--- src/hw/rtl/cecf_pkg.sv ---
// Package for the circle edge cut finder: widths, register indexes, sequencer states.
// No dependencies.
package cecf_pkg;

  localparam int FracBits = 16;
  localparam int FracW    = 17;
  localparam logic [FracW-1:0] FracMax = {FracW{1'b1}};

  // configuration register indexes
  localparam logic [1:0] RegCenterX = 2'd0;
  localparam logic [1:0] RegCenterY = 2'd1;
  localparam logic [1:0] RegRadius  = 2'd2;

  typedef enum logic [2:0] {
    StIdle,
    StSqr,
    StRoot,
    StDiv,
    StOut
  } state_e;

endpackage

--- src/hw/rtl/cecf_sqrt.sv ---
// Iterative truncated square root of a 65-bit value, one result bit per cycle.
// Depends on nothing.
module cecf_sqrt (
  input  logic        clk_i,
  input  logic        rst_ni,
  input  logic        start_i,
  input  logic [64:0] rad_i,
  output logic        done_o,
  output logic [32:0] root_o
);

  logic [64:0] rem_q, rem_d;
  logic [32:0] root_q, root_d;
  logic [66:0] acc_q, acc_d;
  logic [5:0]  cnt_q, cnt_d;
  logic        busy_q, busy_d;
  logic [66:0] trial;
  logic [66:0] shifted;

  // restoring digit-by-digit: bring in two radicand bits, try 4*root+1
  always_comb begin
    rem_d   = rem_q;
    root_d  = root_q;
    acc_d   = acc_q;
    cnt_d   = cnt_q;
    busy_d  = busy_q;
    shifted = {acc_q[64:0], rem_q[64:63]};
    trial   = {root_q, 2'b01};
    if (start_i) begin
      rem_d  = {rad_i[63:0], 1'b0};
      acc_d  = {66'd0, rad_i[64]};
      root_d = '0;
      cnt_d  = 6'd0;
      busy_d = 1'b1;
      // top bit handled first as a single-bit step
      if (rad_i[64]) begin
        acc_d  = '0;
        root_d = 33'd1;
      end
    end else if (busy_q) begin
      rem_d = {rem_q[62:0], 2'b00};
      if (shifted >= trial) begin
        acc_d  = shifted - trial;
        root_d = {root_q[31:0], 1'b1};
      end else begin
        acc_d  = shifted;
        root_d = {root_q[31:0], 1'b0};
      end
      cnt_d = cnt_q + 6'd1;
      if (cnt_q == 6'd31) busy_d = 1'b0;
    end
  end

  always_ff @(posedge clk_i or negedge rst_ni) begin
    if (!rst_ni) begin
      busy_q <= 1'b0;
      cnt_q  <= '0;
    end else begin
      busy_q <= busy_d;
      cnt_q  <= cnt_d;
    end
  end

  always_ff @(posedge clk_i) begin
    rem_q  <= rem_d;
    root_q <= root_d;
    acc_q  <= acc_d;
  end

  assign done_o = busy_q && (cnt_q == 6'd31);
  assign root_o = root_d;

endmodule

--- src/hw/rtl/circle_edge_cut_finder.sv ---
// Circle edge cut finder: one edge beat in, one result beat out.
// Per endpoint the squares are summed by shift-add and the root is taken; cut edges
// then run the restoring divider, and every edge ends in the output state. in_ready_o
// is low while an edge is at work, so a new edge is taken only once the last one is
// through. The output register frees once the result beat is taken.
// Reset: asynchronous active low; centre 0, radius 1.0, element OR cleared.
// Depends on cecf_pkg and cecf_sqrt.
module circle_edge_cut_finder (
  input  logic        clk_i,
  input  logic        rst_ni,
  input  logic        cfg_we_i,
  input  logic [1:0]  cfg_index_i,
  input  logic [31:0] cfg_data_i,
  input  logic        in_valid_i,
  output logic        in_ready_o,
  input  logic signed [31:0] start_x_i,
  input  logic signed [31:0] start_y_i,
  input  logic signed [31:0] end_x_i,
  input  logic signed [31:0] end_y_i,
  input  logic [31:0] start_node_i,
  input  logic [31:0] end_node_i,
  input  logic [3:0]  side_index_i,
  input  logic        last_side_i,
  output logic        out_valid_o,
  input  logic        out_ready_i,
  output logic        edge_cut_o,
  output logic [16:0] cut_fraction_o,
  output logic [31:0] cut_start_node_o,
  output logic [31:0] cut_end_node_o,
  output logic [3:0]  cut_side_o,
  output logic        element_cut_o,
  output logic        element_done_o
);

  localparam int QW    = 34 + cecf_pkg::FracBits;
  // quotient bits: |a| / (|a| + |b|) stays below one
  localparam int QBits = cecf_pkg::FracBits + 1;

  cecf_pkg::state_e state_q, state_d;

  logic signed [31:0] cx_q, cy_q;
  logic [30:0] rad_q;
  logic signed [31:0] sx_q, sy_q, ex_q, ey_q;
  logic [31:0] sn_q, en_q;
  logic [3:0]  side_q;
  logic        last_q;
  logic        acc_q, acc_d;
  logic        pt_q, pt_d;
  logic [4:0]  cnt_q, cnt_d;
  logic [32:0] mx_q, my_q, mx_d, my_d;
  logic [64:0] sum_q, sum_d;
  logic signed [34:0] la_q, la_d, lb_q, lb_d;
  logic [QW-1:0] num_q, num_d;
  logic [34:0]   den_q, den_d;
  logic [QW-1:0] quo_q, quo_d;
  logic [35:0]   prem_q, prem_d;
  logic        cut_q, cut_d;
  logic [16:0] frac_d;
  logic        sq_start, sq_done;
  logic [32:0] root;
  logic [32:0] dx_m, dy_m;
  logic signed [32:0] dx, dy;
  logic signed [34:0] lvl;
  logic [35:0] ptry;
  logic [34:0] ma, mb;
  logic [QW-1:0] num_init;

  // multiplicand times a two-bit slice of the multiplier
  function automatic logic [64:0] pair_term(input logic [32:0] m, input logic [1:0] b);
    logic [64:0] t;
    t = '0;
    if (b[0]) t = t + {32'd0, m};
    if (b[1]) t = t + {31'd0, m, 1'b0};
    return t;
  endfunction

  // configuration writes
  always_ff @(posedge clk_i or negedge rst_ni) begin
    if (!rst_ni) begin
      cx_q  <= '0;
      cy_q  <= '0;
      rad_q <= 31'd65536;
    end else if (cfg_we_i) begin
      unique case (cfg_index_i)
        cecf_pkg::RegCenterX: cx_q  <= cfg_data_i;
        cecf_pkg::RegCenterY: cy_q  <= cfg_data_i;
        cecf_pkg::RegRadius:  rad_q <= cfg_data_i[30:0];
        default: ;
      endcase
    end
  end

  // edge capture
  always_ff @(posedge clk_i) begin
    if (in_valid_i && in_ready_o) begin
      sx_q <= start_x_i; sy_q <= start_y_i;
      ex_q <= end_x_i;   ey_q <= end_y_i;
      sn_q <= start_node_i; en_q <= end_node_i;
      side_q <= side_index_i; last_q <= last_side_i;
    end
  end

  // differences to the centre for the current endpoint
  assign dx   = pt_q ? ({ex_q[31], ex_q} - {cx_q[31], cx_q})
                     : ({sx_q[31], sx_q} - {cx_q[31], cx_q});
  assign dy   = pt_q ? ({ey_q[31], ey_q} - {cy_q[31], cy_q})
                     : ({sy_q[31], sy_q} - {cy_q[31], cy_q});
  assign dx_m = dx[32] ? 33'(-dx) : 33'(dx);
  assign dy_m = dy[32] ? 33'(-dy) : 33'(dy);
  assign lvl  = $signed({2'b00, root}) - $signed({4'b0000, rad_q});
  assign ma   = la_q[34] ? 35'(-la_q) : 35'(la_q);
  assign mb   = lb_d[34] ? 35'(-lb_d) : 35'(lb_d);
  assign num_init = QW'(ma) << cecf_pkg::FracBits;
  assign ptry = {prem_q[34:0], num_q[QW-1]} - {1'b0, den_q};
  assign sq_start = (state_q == cecf_pkg::StSqr) && (cnt_q == 5'd16);

  // root unit takes the finished sum in the cycle it is formed
  cecf_sqrt u_sqrt (
    .clk_i   (clk_i),
    .rst_ni  (rst_ni),
    .start_i (sq_start),
    .rad_i   (sum_d),
    .done_o  (sq_done),
    .root_o  (root)
  );

  // sequencer: shift-add squaring, shared root, restoring divide
  always_comb begin
    state_d = state_q;
    cnt_d = cnt_q; pt_d = pt_q; acc_d = acc_q;
    mx_d = mx_q; my_d = my_q; sum_d = sum_q;
    la_d = la_q; lb_d = lb_q;
    num_d = num_q; den_d = den_q; quo_d = quo_q; prem_d = prem_q;
    cut_d = cut_q;
    frac_d = (|(quo_q >> cecf_pkg::FracW)) ? cecf_pkg::FracMax
                                           : quo_q[cecf_pkg::FracW-1:0];
    unique case (state_q)
      cecf_pkg::StIdle: begin
        if (in_valid_i) begin
          state_d = cecf_pkg::StSqr;
          cnt_d = '0; pt_d = 1'b0;
        end
      end
      cecf_pkg::StSqr: begin
        // two multiplier bits of each square per cycle
        if (cnt_q == 5'd0) begin
          mx_d = dx_m; my_d = dy_m; sum_d = '0;
          cnt_d = 5'd1;
        end else if (cnt_q < 5'd16) begin
          sum_d = sum_q
                + (pair_term(dx_m, mx_q[1:0]) << {cnt_q - 5'd1, 1'b0})
                + (pair_term(dy_m, my_q[1:0]) << {cnt_q - 5'd1, 1'b0});
          mx_d = mx_q >> 2; my_d = my_q >> 2;
          cnt_d = cnt_q + 5'd1;
        end else begin
          // last pair plus the top bit, then launch the root
          sum_d = sum_q
                + (pair_term(dx_m, mx_q[1:0]) << 30)
                + (pair_term(dy_m, my_q[1:0]) << 30)
                + (mx_q[2] ? {dx_m, 32'd0} : 65'd0)
                + (my_q[2] ? {dy_m, 32'd0} : 65'd0);
          state_d = cecf_pkg::StRoot;
        end
      end
      cecf_pkg::StRoot: begin
        if (sq_done) begin
          if (!pt_q) begin
            la_d = lvl; pt_d = 1'b1; cnt_d = '0;
            state_d = cecf_pkg::StSqr;
          end else begin
            lb_d = lvl;
            cut_d = (la_q[34] && !lvl[34] && lvl != 0)
                 || (lvl[34] && !la_q[34] && la_q != 0);
            // high numerator bits preload the remainder, they stay below the divisor
            num_d = num_init << (QW - QBits);
            den_d = ma + mb;
            quo_d = '0; prem_d = 36'(num_init >> QBits); cnt_d = '0;
            state_d = cut_d ? cecf_pkg::StDiv : cecf_pkg::StOut;
          end
        end
      end
      cecf_pkg::StDiv: begin
        // one quotient bit per cycle, top bits of the numerator first
        num_d = num_q << 1;
        if (!ptry[35]) begin
          prem_d = ptry;
          quo_d = {quo_q[QW-2:0], 1'b1};
        end else begin
          prem_d = {prem_q[34:0], num_q[QW-1]};
          quo_d = {quo_q[QW-2:0], 1'b0};
        end
        cnt_d = cnt_q + 5'd1;
        if (cnt_q == 5'(QBits - 1)) state_d = cecf_pkg::StOut;
      end
      cecf_pkg::StOut: begin
        if (!out_valid_o || out_ready_i) begin
          acc_d = last_q ? 1'b0 : (acc_q | cut_q);
          state_d = cecf_pkg::StIdle;
        end
      end
      default: state_d = cecf_pkg::StIdle;
    endcase
  end

  always_ff @(posedge clk_i or negedge rst_ni) begin
    if (!rst_ni) begin
      state_q <= cecf_pkg::StIdle;
      acc_q <= 1'b0; cnt_q <= '0; pt_q <= 1'b0;
      out_valid_o <= 1'b0;
    end else begin
      state_q <= state_d;
      acc_q <= acc_d; cnt_q <= cnt_d; pt_q <= pt_d;
      if (state_q == cecf_pkg::StOut && (!out_valid_o || out_ready_i))
        out_valid_o <= 1'b1;
      else if (out_ready_i)
        out_valid_o <= 1'b0;
    end
  end

  always_ff @(posedge clk_i) begin
    mx_q <= mx_d; my_q <= my_d; sum_q <= sum_d;
    la_q <= la_d; lb_q <= lb_d;
    num_q <= num_d; den_q <= den_d; quo_q <= quo_d; prem_q <= prem_d;
    cut_q <= cut_d;
    if (state_q == cecf_pkg::StOut && (!out_valid_o || out_ready_i)) begin
      edge_cut_o <= cut_q;
      cut_fraction_o <= cut_q ? frac_d : 17'd0;
      cut_start_node_o <= sn_q;
      cut_end_node_o <= en_q;
      cut_side_o <= side_q;
      element_cut_o <= acc_q | cut_q;
      element_done_o <= last_q;
    end
  end

  assign in_ready_o = (state_q == cecf_pkg::StIdle);

  // checks
  a_frac_zero: assert property (@(posedge clk_i) disable iff (!rst_ni)
    out_valid_o && !edge_cut_o |-> cut_fraction_o == 17'd0)
    else $error("fraction set on an uncut edge");
  a_elem_or: assert property (@(posedge clk_i) disable iff (!rst_ni)
    out_valid_o && edge_cut_o |-> element_cut_o)
    else $error("element flag misses an edge cut");
  a_busy: assert property (@(posedge clk_i) disable iff (!rst_ni)
    in_valid_i && in_ready_o |=> !in_ready_o)
    else $error("new beat taken while busy");

endmodule
--- config.mk ---
export PLATFORM = sky130hd
export DESIGN_NAME = circle_edge_cut_finder
export DESIGN_NICKNAME = d
export VERILOG_FILES = /design/src/hw/rtl/cecf_pkg.sv /design/src/hw/rtl/cecf_sqrt.sv /design/src/hw/rtl/circle_edge_cut_finder.sv
export SDC_FILE = /design/constraint.sdc
export NUM_CORES = 2
export LEC_CHECK = 0
export BUFFER_PORTS_ARGS = -buffer_cell sky130_fd_sc_hd__buf_2
export CAP_MARGIN = 20
export CELL_PAD_IN_SITES_DETAIL_PLACEMENT = 1
export CELL_PAD_IN_SITES_GLOBAL_PLACEMENT = 2
export CORE_MARGIN = 4
export CORE_UTILIZATION = 43
export DETAILED_ROUTE_END_ITERATION = 7
export GPL_TIMING_DRIVEN = 0
export PLACE_DENSITY_LB_ADDON = 0.2
export SYNTH_ARGS = -nofsm -noshare
export SYNTH_HDL_FRONTEND = slang
export SYNTH_SLANG_ARGS = --single-unit
export TNS_END_PERCENT = 5
--- constraint.sdc ---
create_clock -name clk_i -period 42 [get_ports clk_i]
set_clock_uncertainty 0.2 [all_clocks]
set_input_delay 8.4 -clock clk_i [delete_from_list [all_inputs] [get_ports clk_i]]
set_output_delay 8.4 -clock clk_i [all_outputs]
set_load 0.01 [all_outputs]
==> results.py <==
metrics = {
    "outcome": {
        "status": "completed",
    },
    "yosys": {
        "ys_seq_area_share_pct": 37.1,
        "netlist_instances": 7042,
        "synth_edf_count": 571,
        "synth_common_cells": "694 x nand2_1, 634 x nor2_1, 571 x edfxtp_1",
        "synth_area_per_cell_um2": 9.16,
        "synth-simple-area-share_pct": 15.9,
        "muxShareOfSynthArea_pct": 5.94,
        "synth.distinct_cells": 116,
        "yosysTopAreaCell": "edfxtp_1",
        "synth_top_family_by_area": "compound AO/OA/AOI/OAI gates",
        "ys.warnings.count": 0,
        "netlist_top_cells_area": "edfxtp_1 27%, ha_1 6.7%, dfxtp_1 6.1%",
        "synthXorXnorAreaFrac_pct": 5.66,
        "synth_top_area_share_pct": 26.6,
        "synth_ff_type": "edfxtp_1",
        "syn_area_um2": 64500,
        "ys_seq_elements": 882,
        "yosysMostFrequentCell": "nand2_1",
        "synth_compound_area_share_pct": 18.4,
        "syn_nets": 7793,
        "synth-adder-area-share_pct": 12.0,
        "synthArstFlopShare_pct": 12.8,
    },
    "finish": {
        "syn_to_final_growth_pct": 12.5,
        "drive_above_1_share_pct": 10.7,
        "final_nets": 8260,
        "stdcell_count": 9616,
        "utilization_pct": 48.9,
    },
    "critical_path": {
        "arrival_ns": 28.37,
        "r2r_slack_ns": 13.89,
        "path_common_cell": "o21ai_0",
        "cp-start-kind": "flip-flop",
        "crit_path_end": "den_q[34]$_DFFE_PP_",
        "critPathMaxFanout": 11,
        "crit_start": "pt_q$_DFFE_PN0P_",
        "critPathRequiredTime_ns": 42.26,
        "rr_worst_depth": 96,
        "rr_endpoint": "den_q[34]$_DFFE_PP_",
        "end_kind": "flip-flop",
        "worstSetupPathType": "flip-flop to flip-flop",
        "slowest_stage": "buf_1",
        "critical-path-max-stage-delay_ns": 0.91,
        "timing.rr.start": "pt_q$_DFFE_PN0P_",
    },
    "placement": {
        "placed_cells": 9402,
        "place_congestion": 1.01,
        "portBuffers": 325,
        "hpwl_mm": 208,
    },
    "clock_network": {
        "cts.clk_slew.worst_paths_ns": 0.06,
        "cts_buffer_depth": 3,
        "cts_tree": "yes",
        "cts.sinks": 882,
        "cts_resized": 0,
        "post_cts_buffers": 0,
        "cts_hold_buffers": 0,
        "htree_levels": 3,
        "clock_latency_ns": 0.72,
        "cts_buffers": 99,
        "ctsRootBufferMaster": "clkbuf_16",
    },
    "pwr": {
        "peakVddDrop_mv": 0.127,
        "combPwrFrac_pct": 72.4,
        "p_seq_share_pct": 15.1,
        "swShare_pct": 52.8,
        "p_per_area_nw_per_um2": 98.9,
        "switchingPower_mw": 3.79,
        "clock_power_share_pct": 12.5,
        "p_total_mw": 7.17,
        "leakage_nw": 30.0,
        "p_int_mw": 3.38,
    },
    "global_routing": {
        "grt-ovfl-total": 0,
        "grt_antenna_before_repair": 26,
        "grtUsageMet3_pct": 4.45,
        "grt_pass1_vias": 58200,
        "grt_busiest_layer": "met2",
        "grt_pass1_wl_mm": 377,
        "grt.met2_usage_pct": 52.8,
        "met1_usage_pct": 42.3,
        "grt_max_degree": 94,
        "grt_usage_pct": 31.9,
    },
    "timing": {
        "timing.fmax_ghz": 0.0356,
        "grt_setup_unrepaired": "false",
        "min_period_ns": 28.11,
        "min_period_over_period_pct": 66.9,
        "tightest_slew_ns": 1.21,
        "setup_tns_ns": 0,
        "setup_viol": 0,
        "hold_viol": 0,
        "report.final.slew_viol_count": 0,
        "relSlewSlack_pct": 17.3,
    },
    "die": {
        "die_h_um": 395,
        "start_util_pct": 43.5,
        "row_count": 141,
        "fp.dieW_um": 395,
        "core_area_um2": 148000,
        "num_io_pins": 326,
        "die_area_um2": 156000,
    },
    "drt": {
        "drtIter0Drc": 4205,
        "dr.pass1.iters": 5,
        "routed_wl_mm": 258,
        "vias_per_cell": 5.91,
        "wl_per_cell_um": 26.8,
        "drc": 0,
        "ant_nets": 0,
        "dr_total_vias": 56800,
    },
    "hold_path": {
        "min_from": "sn_q[23]$_DFFE_PP_",
        "holdCritPathClass": "flip-flop to flip-flop",
    },
    "job": {
        "cap_violations": 0,
    },
}
cell usage in the layout (no fill, tap or decap), drive strengths merged, types with 50 or more instances in the layout:
cell type | synthesis | layout
a211oi | 83 | 83
a21o | 119 | 119
a21oi | 488 | 488
a31oi | 65 | 65
and2 | 149 | 149
buf | 44 | 408
clkbuf | 262 | 396
dfrtp | 112 | 112
dfxtp | 198 | 198
edfxtp | 571 | 571
fa | 171 | 171
ha | 344 | 344
inv | 546 | 551
mux2 | 192 | 192
mux2i | 153 | 153
nand2 | 694 | 694
nand2b | 55 | 55
nand3 | 120 | 120
nor2 | 635 | 635
nor2b | 67 | 67
nor3 | 148 | 148
nor4 | 51 | 51
o211ai | 50 | 50
o21a | 84 | 84
o21ai | 475 | 475
o31ai | 56 | 56
or3 | 52 | 52
xnor2 | 288 | 288
xor2 | 128 | 128
through the flow:
stage	cell area (µm²)	hold slack (ns)	worst slack [ns]
after floorplan	64500	0.200	22.24
after global placement	68600	0.200	14.29
after detailed placement	69100	0.206	14.17
after CTS	72400	0.220	14.06
after global routing	72500	0.224	11.46
final	72500	0.214	13.89
worst max-delay path: cells and delay by family, from the launching register on:
kind / cells / cell delay [ns]
flip-flops: 1 / 0.32
XOR/XNOR: 9 / 1.59
AO/OA/AOI/OAI: 57 / 15.27
adder cells (fa/ha/maj): 10 / 3.69
buffers and inverters: 10 / 4.75
multiplexers: 1 / 0.26
AND/OR/NAND/NOR: 9 / 1.64
state kept, by name, indices dropped and copies added (netlist names), 33 cells and up:
name / flops
u_sqrt.acc_q: 65
sum_q: 65
mx_q: 33
quo_q: 50
prem_q: 35
den_q: 35
my_q: 33
u_sqrt.rem_q: 64
la_q: 34
u_sqrt.root_q: 33
lb_q: 35
kinds of logic after synthesis:
family / Yosys count
AOI/OAI and AO/OA: 1832
adders and majority gates: 518
and+or+nand+nor: 2187
DFF: 882
buffers and inverters: 856
xor gates and xnor gates: 416
muxes: 351
how the worst min path moves through the flow:
stage	endpoint	slack, ns	depth (start not counted)
6_report	cut_start_node_o[23]$_DFFE_PP_	0.21	0
5_1_grt	cut_end_node_o[16]$_DFFE_PP_	0.22	0
4_1_cts	cut_end_node_o[16]$_DFFE_PP_	0.22	0
3_5_place_dp	cut_start_node_o[19]$_DFFE_PP_	0.21	0
3_3_place_gp	cut_start_node_o[29]$_DFFE_PP_	0.20	0
2_1_floorplan	cut_end_node_o[0]$_DFFE_PP_	0.20	0
area by class of cell:
class | instances | area (µm²)
Fill cell | 17200 | 75800
Multi-Input combinational cell | 5304 | 37400
Sequential cell | 882 | 23900
Clock buffer | 132 | 2710
Tap cell | 2002 | 2500
Timing Repair Buffer | 366 | 2130
Inverter | 550 | 2060
Buffer | 306 | 1160
Clock inverter | 55 | 629
Antenna cell | 19 | 47.5
routing by layer:
| layer | vias up | part of all wire, % | routed length [µm] |
|---|---|---|---|
| met5 | - | 0.012 | 30 |
| met4 | 4 | 4.3 | 11100 |
| met3 | 419 | 5.6 | 14400 |
| met2 | 1646 | 47 | 121000 |
| met1 | 28600 | 43 | 112000 |
| li1 | 26200 | - | - |
power by group through the flow:
stage                     registers [mW]  logic (mW)  clock network [mW]
after global routing                1.09        5.58               0.953
final                               1.08        5.19               0.897
after CTS                           1.08        5.12               0.915
after floorplan                     1.08        3.37                   0
after global placement              1.09        4.96                   0
after detailed placement            1.10        5.07                   0
Note: power is estimated with default switching activity, not from simulation.
